`src/rtl/core/cvtn_pkg.sv`:
```
// Shared types and codes for the class value table with nearest lookup.
// Used by cvtn_cell and class_value_table_nearest; no dependencies.
package cvtn_pkg;

  // Action codes; any action with bit 1 set clears the table
  localparam logic [1:0] ACT_LEARN    = 2'd0;
  localparam logic [1:0] ACT_CLASSIFY = 2'd1;

  // Result status codes
  localparam logic [2:0] ST_MATCHED = 3'd0;
  localparam logic [2:0] ST_ADDED   = 3'd1;
  localparam logic [2:0] ST_FULL    = 3'd2;
  localparam logic [2:0] ST_EMPTY   = 3'd3;
  localparam logic [2:0] ST_CLEARED = 3'd4;

  localparam int unsigned TOL_W  = 16;
  localparam int unsigned DIST_W = 33;

  // Input request payload
  typedef struct packed {
    logic [1:0]         action;
    logic signed [31:0] value;
  } cvtn_req_t;

  // Result payload
  typedef struct packed {
    logic signed [31:0] class_value;
    logic [5:0]         class_index;
    logic [2:0]         status;
    logic [6:0]         class_count;
  } cvtn_rsp_t;

  // Search token handed from cell to cell
  typedef struct packed {
    logic [1:0]          action;
    logic                hit;
    logic signed [31:0]  query;
    logic signed [31:0]  best_val;
    logic [DIST_W-1:0]   best_dist;
  } cvtn_tok_t;

endpackage

```
`src/rtl/core/cvtn_cell.sv`:
```
// One table cell: holds one class entry and updates the passing search token.
// Depends on cvtn_pkg for the token type and action codes.
module cvtn_cell #(
  parameter int unsigned IDX_W    = 6,
  parameter int unsigned CNT_W    = 7,
  parameter int unsigned CELL_IDX = 0
) (
  input  logic                       clk_i,
  input  logic                       rst_ni,
  input  logic [CNT_W-1:0]           count_i,
  input  logic [cvtn_pkg::TOL_W-1:0] tol_i,
  input  logic                       wr_en_i,
  input  logic signed [31:0]         wr_data_i,
  input  logic                       vld_i,
  input  cvtn_pkg::cvtn_tok_t        tok_i,
  input  logic [IDX_W-1:0]           idx_i,
  output logic                       vld_o,
  output cvtn_pkg::cvtn_tok_t        tok_o,
  output logic [IDX_W-1:0]           idx_o
);

  logic signed [31:0]              entry_q;
  logic                            vld_q;
  cvtn_pkg::cvtn_tok_t             tok_q, tok_d;
  logic [IDX_W-1:0]                idx_q, idx_d;
  logic                            active;
  logic signed [cvtn_pkg::DIST_W-1:0] diff;
  logic [cvtn_pkg::DIST_W-1:0]     gap_abs;
  logic                            near;

  // Hold the stored class value
  always_ff @(posedge clk_i) begin
    if (wr_en_i) begin
      entry_q <= wr_data_i;
    end
  end

  // Exact 33-bit distance to the query
  assign active  = (CNT_W'(CELL_IDX) < count_i);
  assign diff    = {entry_q[31], entry_q} - {tok_i.query[31], tok_i.query};
  assign gap_abs = diff[cvtn_pkg::DIST_W-1] ? cvtn_pkg::DIST_W'(-diff)
                                            : cvtn_pkg::DIST_W'(diff);
  assign near    = (gap_abs < {{(cvtn_pkg::DIST_W-cvtn_pkg::TOL_W){1'b0}}, tol_i});

  // Update the token: first match for learn, strict nearest for classify
  always_comb begin
    tok_d = tok_i;
    idx_d = idx_i;
    if (active) begin
      if (tok_i.action == cvtn_pkg::ACT_LEARN) begin
        if (!tok_i.hit && near) begin
          tok_d.hit      = 1'b1;
          tok_d.best_val = entry_q;
          tok_d.best_dist = gap_abs;
          idx_d          = IDX_W'(CELL_IDX);
        end
      end else if (tok_i.action == cvtn_pkg::ACT_CLASSIFY) begin
        if (!tok_i.hit || (gap_abs < tok_i.best_dist)) begin
          tok_d.hit       = 1'b1;
          tok_d.best_val  = entry_q;
          tok_d.best_dist = gap_abs;
          idx_d           = IDX_W'(CELL_IDX);
        end
      end
    end
  end

  // Advance the token valid to the next cell
  always_ff @(posedge clk_i or negedge rst_ni) begin
    if (!rst_ni) begin
      vld_q <= 1'b0;
    end else begin
      vld_q <= vld_i;
    end
  end

  // Advance the token payload
  always_ff @(posedge clk_i) begin
    tok_q <= tok_d;
    idx_q <= idx_d;
  end

  assign vld_o = vld_q;
  assign tok_o = tok_q;
  assign idx_o = idx_q;

endmodule

```
`config.mk`:
```
export PLATFORM = sky130hd
export DESIGN_NAME = cvtn_cell
export DESIGN_NICKNAME = d
export VERILOG_FILES = /design/src/rtl/core/cvtn_pkg.sv /design/src/rtl/core/cvtn_cell.sv
export SDC_FILE = /design/constraint.sdc
export NUM_CORES = 1
export LEC_CHECK = 0
export ABC_AREA = 1
export BUFFER_PORTS_ARGS = -buffer_cell sky130_fd_sc_hd__buf_2
export CAP_MARGIN = 20
export CORE_MARGIN = 2
export CORE_UTILIZATION = 30
export DETAILED_ROUTE_END_ITERATION = 7
export PLACE_DENSITY_LB_ADDON = 0.1
export SETUP_SLACK_MARGIN = 0.1
export SKIP_LAST_GASP = 1
export SLEW_MARGIN = 0
export SYNTH_ARGS = -nofsm -noshare
export SYNTH_HDL_FRONTEND = slang
export SYNTH_SLANG_ARGS = --single-unit
```
`constraint.sdc`:
```
create_clock -name clk_i -period 4.62 [get_ports clk_i]
set_input_delay 0.462 -clock clk_i [delete_from_list [all_inputs] [get_ports clk_i]]
set_output_delay 0.462 -clock clk_i [all_outputs]
set_load 0.03 [all_outputs]
```
==> run_results.csv, run 1 <==
group,metric,value,unit
floorplanning,die_x,198.2,µm
routing,drc,0,
clock_network,cts_buffer_depth,2,
routing,firstDrtPassIters,5,
timing,setup_viol,71,
worst_hold_path,min_to,"tok_o[77]",
power_and_ir_drop,p_per_area,339.1,nW/µm²
worst_setup_path,r2r-start,"entry_q[0]",
routing,avgViaCountPerCell,4.646,
routing,routed_wl,45380,µm
placement,gp_congestion,0.8762,
yosys,yosys_warnings,0,
worst_setup_path,arrival,5170,ps
status,violations,"negative setup slack",
timing,slew_headroom,29.08,%
worst_setup_path,endpoint_kind,"flop",
floorplanning,ios,272,
yosys,synth_cell_type_count,45,
finish,final_nets,2650,
yosys,synthFlopType,"dfxtp_1",
yosys,ys_ff_latch,139,
timing,tightestPinTransition,1064,ps
finish,final_core_util,46.73,%
global_route,grt_max_degree,86,
floorplanning,core_area,37400,µm²
clock_network,root_buffer,"clkbuf_16",
floorplanning,rows,71,
yosys,syn-num-nets,2059,
timing,finClkSkew,14.57,ps
timing,hold_violations,0,
yosys,synth.yosys.seq_area_share,27.46,%
run,cap_viol_max_count,0,
timing,finalMaxSlewViolations,0,
placement,place_hpwl,35350,µm
yosys,syn_area_per_cell,6.244,µm²
yosys,yosysMostFrequentCell,"nand2_1",
timing,fmax,207.7,MHz
routing,routedWlPerCell,15.49,µm
clock_network,worstSkewPairLatency,480,ps
worst_setup_path,path_buf_inv,6,
timing,rsz0062_at_grt,"yes",
finish,area_delta_synth_final,54.38,%
worst_setup_path,crit_required,4970,ps
finish,drive_gt1_share,35.37,%
timing,fin_crit,4814,ps
global_route,grtUsageTotal,22.61,%
yosys,synth_top_area_share,18.75,%
worst_setup_path,path_max_fanout,7,
global_route,grt_pass1_wl,67610,µm
clock_network,cts_sinks,139,
yosys,synthesis.area,11320,µm²
worst_hold_path,hp-start,"tok_i[77]",
power_and_ir_drop,swShare,39.93,%
global_route,grt_antenna_before_repair,1,
clock_network,cts_tree,"yes",
floorplanning,start_util,30.27,%
clock_network,htreeDepth,4,
yosys,async_flop_share,0.7194,%
power_and_ir_drop,power.internal,3.560,mW
worst_setup_path,cpPeakStageDelay,640,ps
worst_setup_path,r2r_slack,-190,ps
floorplanning,die-height,198.2,µm
yosys,synth_area_leader_cell,"dfxtp_1",
routing,dr_total_vias,13610,
worst_hold_path,holdPathStages,1,
global_route,grt_pass1_vias,12600,
timing,hold-worst-slack,96.57,ps
power_and_ir_drop,power.total,5.927,mW
worst_setup_path,critPathKind,"reg2reg",
power_and_ir_drop,irDropWorstVdd,317.3,µV
power_and_ir_drop,power.switching,2.366,mW
yosys,synth_area_leaders,"dfxtp_1 19%, nand2_1 16%, inv_1 11%, ha_1 8.8%, edfxtp_1 8.5%",
worst_setup_path,cpLargestDelayFamily,"simple AND/OR/NAND/NOR gates",
clock_network,cts.reportedPaths.clkPinSlew,60,ps
placement,postPlaceCellArea,15520,µm²
status,outcome,"finished, violations left",
power_and_ir_drop,combinationalPowerShare,52.4,%
yosys,synth_edf_count,32,
timing,final.setup.worst_slack,-194.2,ps
finish,nFillCells,3932,
timing,fin_setup_tns,-8536,ps
worst_setup_path,worst_r2r_endpoint,"tok_o[61]",
routing,drt_iter0_drc,759,
clock_network,cts_buffers,17,
worst_setup_path,critPathMostFrequentCell,"nand2_2",
timing,min_period_over_period,104.2,%
yosys,synthTopCellsByCount,"477 x nand2_1, 325 x inv_1, 146 x nand3_1",
floorplanning,die-area,39300,µm²
power_and_ir_drop,p_leak,9.463,nW
yosys,syn-instance-count,1813,
worst_setup_path,crit_path_start_kind,"flop",
routing,drtAntennaViolNets,0,
worst_hold_path,hold_path_class,"in2reg",
finish,post-route-cell-area,17480,µm²
placement,port_buffers,271,
global_route,grt_overflow,0,
worst_setup_path,reg2regPathDepth,31,
power_and_ir_drop,p_clk_share,23.7,%
power_and_ir_drop,p_seq_share,23.9,%
worst_setup_path,slowest_stage,"fa_2",
[per-stage QoR]
stage	setup slack [ps]	std cells
2_1_floorplan	134.8	1813
3_3_place_gp	-779.6	2847
3_5_place_dp	-777.2	2847
4_1_cts	-173.4	2907
5_1_grt	-441.2	2929
6_report	-194.2	2929
[flip-flops by register name, summed over array words and instances (netlist names)]
signal / flops
entry_q: 32
tok_o: 100
idx_o: 6
vld_o: 1
[power by group through the flow]
stage / Sequential [mW] / Clock, mW / Combinational, mW
floorplan: 1.65 / 0 / 1.25
finish: 1.42 / 1.40 / 3.11
global route: 1.43 / 1.49 / 3.42
detailed placement: 1.45 / 0 / 2.73
global placement: 1.44 / 0 / 2.71
CTS: 1.42 / 1.45 / 2.93
[how the worst max path moves through the flow]
stage / depth (start not counted) / slack [ps] / start / end
2_1_floorplan: 39 / 130 / tok_i[65] / tok_o[46]
3_3_place_gp: 28 / -780 / tok_i[65] / tok_o[12]
3_5_place_dp: 28 / -780 / tok_i[65] / tok_o[12]
4_1_cts: 29 / -170 / entry_q[0] / tok_o[60]
5_1_grt: 32 / -440 / entry_q[0] / tok_o[5]
6_report: 31 / -190 / entry_q[0] / tok_o[61]
[kinds of logic (layout without fill, tap and decap cells)]
family | after synthesis | after routing | share of synthesized area, %
flip-flops | 139 | 139 | 27.46
adder cells (fa/ha/maj) | 81 | 81 | 9.020
AO/OA/AOI/OAI | 270 | 270 | 13.44
XOR/XNOR | 14 | 14 | 1.083
AND/OR/NAND/NOR | 894 | 895 | 34.72
buffers and inverters | 415 | 1018 | 14.28
other | 0 | 1 | 0
[placed cells by master (no fill, tap or decap), types with 6 or more instances in the layout]
cell type	n
a21oi_1	103
a21oi_2	19
a22oi_1	17
a31oi_1	43
buf_12	12
buf_2	271
buf_4	326
buf_6	14
clkbuf_16	20
dfxtp_1	106
edfxtp_1	32
ha_1	62
ha_4	16
inv_1	316
inv_2	30
nand2_1	447
nand2_2	36
nand2_4	6
nand3_1	132
nand3_2	21
nand4_1	74
nor2_1	118
nor2_2	16
nor2_4	10
nor3_1	13
o21ai_0	46
o21ai_1	10
xor2_1	9
[metal layers]
| layer | part of all wire, % | track usage [%] | vias up |
|---|---|---|---|
| met5 | 0 | 0 | - |
| li1 | - | - | 7054 |
| met1 | 47 | 30.82 | 6133 |
| met3 | 6.1 | 4.582 | 36 |
| met4 | 1.6 | 6.795 | 0 |
| met2 | 45 | 35.85 | 386 |
[layout make-up]
cell class	count	area, µm²	share of cell area, %
Multi-Input combinational cell	1260	7321	41.89
Timing Repair Buffer	637	4499	25.75
Sequential cell	139	3108	17.78
Inverter	349	1320	7.554
Tap cell	511	639.4	3.659
Clock buffer	24	501.7	2.871
Clock inverter	8	83.83	0.4797
Antenna cell	1	2.502	0.01432
[what timing repair did]
| action | in CTS | in global routing |
|---|---|---|
| hold buffers | 1 | 0 |
| gates cloned | 6 | 5 |
| hold endpoints to repair | 1 | 0 |
| endpoints found under the setup margin | 72 | 72 |
| pin swaps | 58 | 56 |
| setup buffers | 21 | 17 |
| resized for setup | 88 | 101 |
Note: power is estimated with default switching activity, not from simulation.
==> run 2: changes to the inputs <==
--- a/config.mk
+++ b/config.mk
@@ -12,2 +12,3 @@
 export CORE_UTILIZATION = 30
+export CTS_CLUSTER_SIZE = 40
 export DETAILED_ROUTE_END_ITERATION = 7
==> constraint.sdc (replaced) <==
create_clock -name clk_i -period 4.62 [get_ports clk_i]
set_input_delay 0 -clock clk_i [delete_from_list [all_inputs] [get_ports clk_i]]
set_output_delay 0 -clock clk_i [all_outputs]
set_load 0.03 [all_outputs]
==> run 2 against run 1 <==
The flow still finishes with violations (negative setup slack). Worst hold slack gained 64 ps. Final cell count grew 5.5%. Register-to-register slack lost 70 ps. Sequential power is essentially flat. Utilization grew 6.5 points. Clock power is essentially flat. Final area grew 14%. Power grew 8.0%. Non-clock buffer count grew 163.
==> run_results.csv, run 2 (synthesized netlist as in run 1, its figures left out) <==
group,metric,value,unit
timing,rsz0062_at_grt,"yes",
routing,drc,0,
routing,dr_total_vias,14690,
clock_network,cts_buffer_depth,2,
power_and_ir_drop,p_leak,10.37,nW
placement,port_buffers,271,
global_route,grtUsageTotal,24.57,%
timing,setup_viol,71,
status,violations,"negative setup slack",
timing,tightestPinTransition,1163,ps
routing,routedWlPerCell,16.22,µm
finish,layout_common_cells,"421 x nand2_1, 337 x buf_4, 312 x inv_1",
worst_setup_path,crit_path_start_kind,"flop",
timing,slew_headroom,22.45,%
worst_setup_path,slowest_stage,"fa_2",
floorplanning,start_util,30.27,%
finish,nFillCells,3684,
global_route,grt_max_degree,101,
worst_setup_path,endpoint_kind,"flop",
finish,area_delta_synth_final,75.96,%
worst_hold_path,hold_path_class,"in2reg",
floorplanning,die_x,198.2,µm
worst_setup_path,critPathKind,"reg2reg",
timing,fmax,204.6,MHz
floorplanning,die-area,39300,µm²
finish,drive_gt1_share,38.22,%
global_route,grt_pass1_vias,14110,
power_and_ir_drop,irDropWorstVdd,314.2,µV
timing,final.setup.worst_slack,-268.2,ps
timing,hold_violations,0,
placement,place_hpwl,35020,µm
placement,post-place-ws,-412.3,ps
global_route,grt_pass1_wl,74210,µm
worst_setup_path,crit_required,4970,ps
clock_network,cts_sinks,139,
power_and_ir_drop,p_per_area,321.5,nW/µm²
worst_setup_path,path_max_fanout,8,
timing,finClkSkew,14.58,ps
routing,drt_iter0_drc,932,
routing,routed_wl,50130,µm
clock_network,cts_buffers,17,
floorplanning,core_area,37400,µm²
finish,largest_reg_flops,100,
routing,firstDrtPassIters,8,
floorplanning,die-height,198.2,µm
floorplanning,rows,71,
clock_network,worstSkewPairLatency,470,ps
worst_setup_path,cpPeakStageDelay,580,ps
finish,final_common_cell,"nand2_1",
timing,finalMaxSlewViolations,0,
clock_network,htreeDepth,4,
finish,final_nets,2813,
run,cap_viol_max_count,0,
timing,fin_crit,4888,ps
clock_network,cts_tree,"yes",
timing,min_period_over_period,105.8,%
worst_setup_path,arrival,5240,ps
status,outcome,"finished, violations left",
placement,gp_congestion,0.8861,
global_route,grt_overflow,0,
clock_network,root_buffer,"clkbuf_16",
routing,avgViaCountPerCell,4.752,
placement,postPlaceCellArea,15320,µm²
global_route,grt_antenna_before_repair,0,
clock_network,cts.reportedPaths.clkPinSlew,70,ps
routing,drtAntennaViolNets,0,
finish,diodes,0,
finish,post-route-cell-area,19920,µm²
floorplanning,ios,272,
-- run 2: cell count changes in the layout (fill, tap and decap cells not counted), sizes merged --
cell         previous run  this run
clkbuf                 27        25
buf                   633       652
clkinv                  3         9
bufbuf                  0         2
dlygate4sd3             1       140
diode                   1         0
clkinvlp                2         0
bufinv                  1         2
-- run 2: through the flow --
stage	total power [mW]	utilization, %	cells	TNS [ps]	hold slack (ps)
after floorplan	2.890	-	1813	0	-295.6
after detailed placement	4.183	40.97	2826	-23420	-223.6
after global routing	6.800	53.26	3091	-29300	175.3
final	6.403	53.26	3091	-13970	160.3
after CTS	6.033	49.75	3051	-4523	143.4
after global placement	4.149	40.97	2826	-16290	-225.8
-- run 2: area by class of cell --
cell class / instances / area (µm²) / area share, %
multi-input combinational: 1260 / 7931 / 39.82
timing repair buffer: 800 / 6316 / 31.71
sequential: 139 / 3108 / 15.60
inverter: 349 / 1330 / 6.678
tap: 511 / 639.4 / 3.210
clock buffer: 19 / 454.2 / 2.280
clock inverter: 13 / 138.9 / 0.6973
-- run 2: report_power, final --
| group | switching, mW | internal (mW) |
|---|---|---|
| Sequential | 0.0482 | 1.37 |
| Combinational | 1.92 | 1.64 |
| Clock | 0.595 | 0.827 |
-- run 2: path summary, 6_finish.rpt --
kind | from | endpoint | slack [ps] | depth (start not counted)
worst max-delay path | entry_q[0] | tok_o[37] | -270 | 32
worst min-delay path | wr_en_i | entry_q[27] | 160 | 1
worst max register to register | entry_q[0] | tok_o[37] | -270 | 32
worst min register to register | entry_q[27] | tok_o[60] | 800 | 4
max in group asynchronous | rst_ni | vld_o | 4160 | 3
min in group asynchronous | rst_ni | vld_o | 360 | 3
-- run 2: repair_timing --
action / in CTS / in global routing
setup buffers: 41 / 35
resized for setup: 143 / 194
pin swaps: 56 / 92
hold endpoints to repair: 140 / 0
hold buffers: 140 / 0
setup endpoints to repair: 72 / 72
cloned: 14 / 6
-- run 2: critical path, delay by kind of cell (launching register included) --
family | cells | cell delay [ps]
compound gates | 5 | 550
fa+ha+maj | 3 | 1010
buf+inv | 7 | 770
flops | 1 | 330
simple gates | 17 | 2080
-- run 2: per-layer routing --
metal  vias to the layer above  GRT usage, %  part of all wire (%)
met5                         -             0                     0
met4                         0         7.742                   2.4
met3                        74         4.190                   5.7
met2                       440         40.53                    46
met1                      6796         32.59                    46
li1                       7379             -                     -
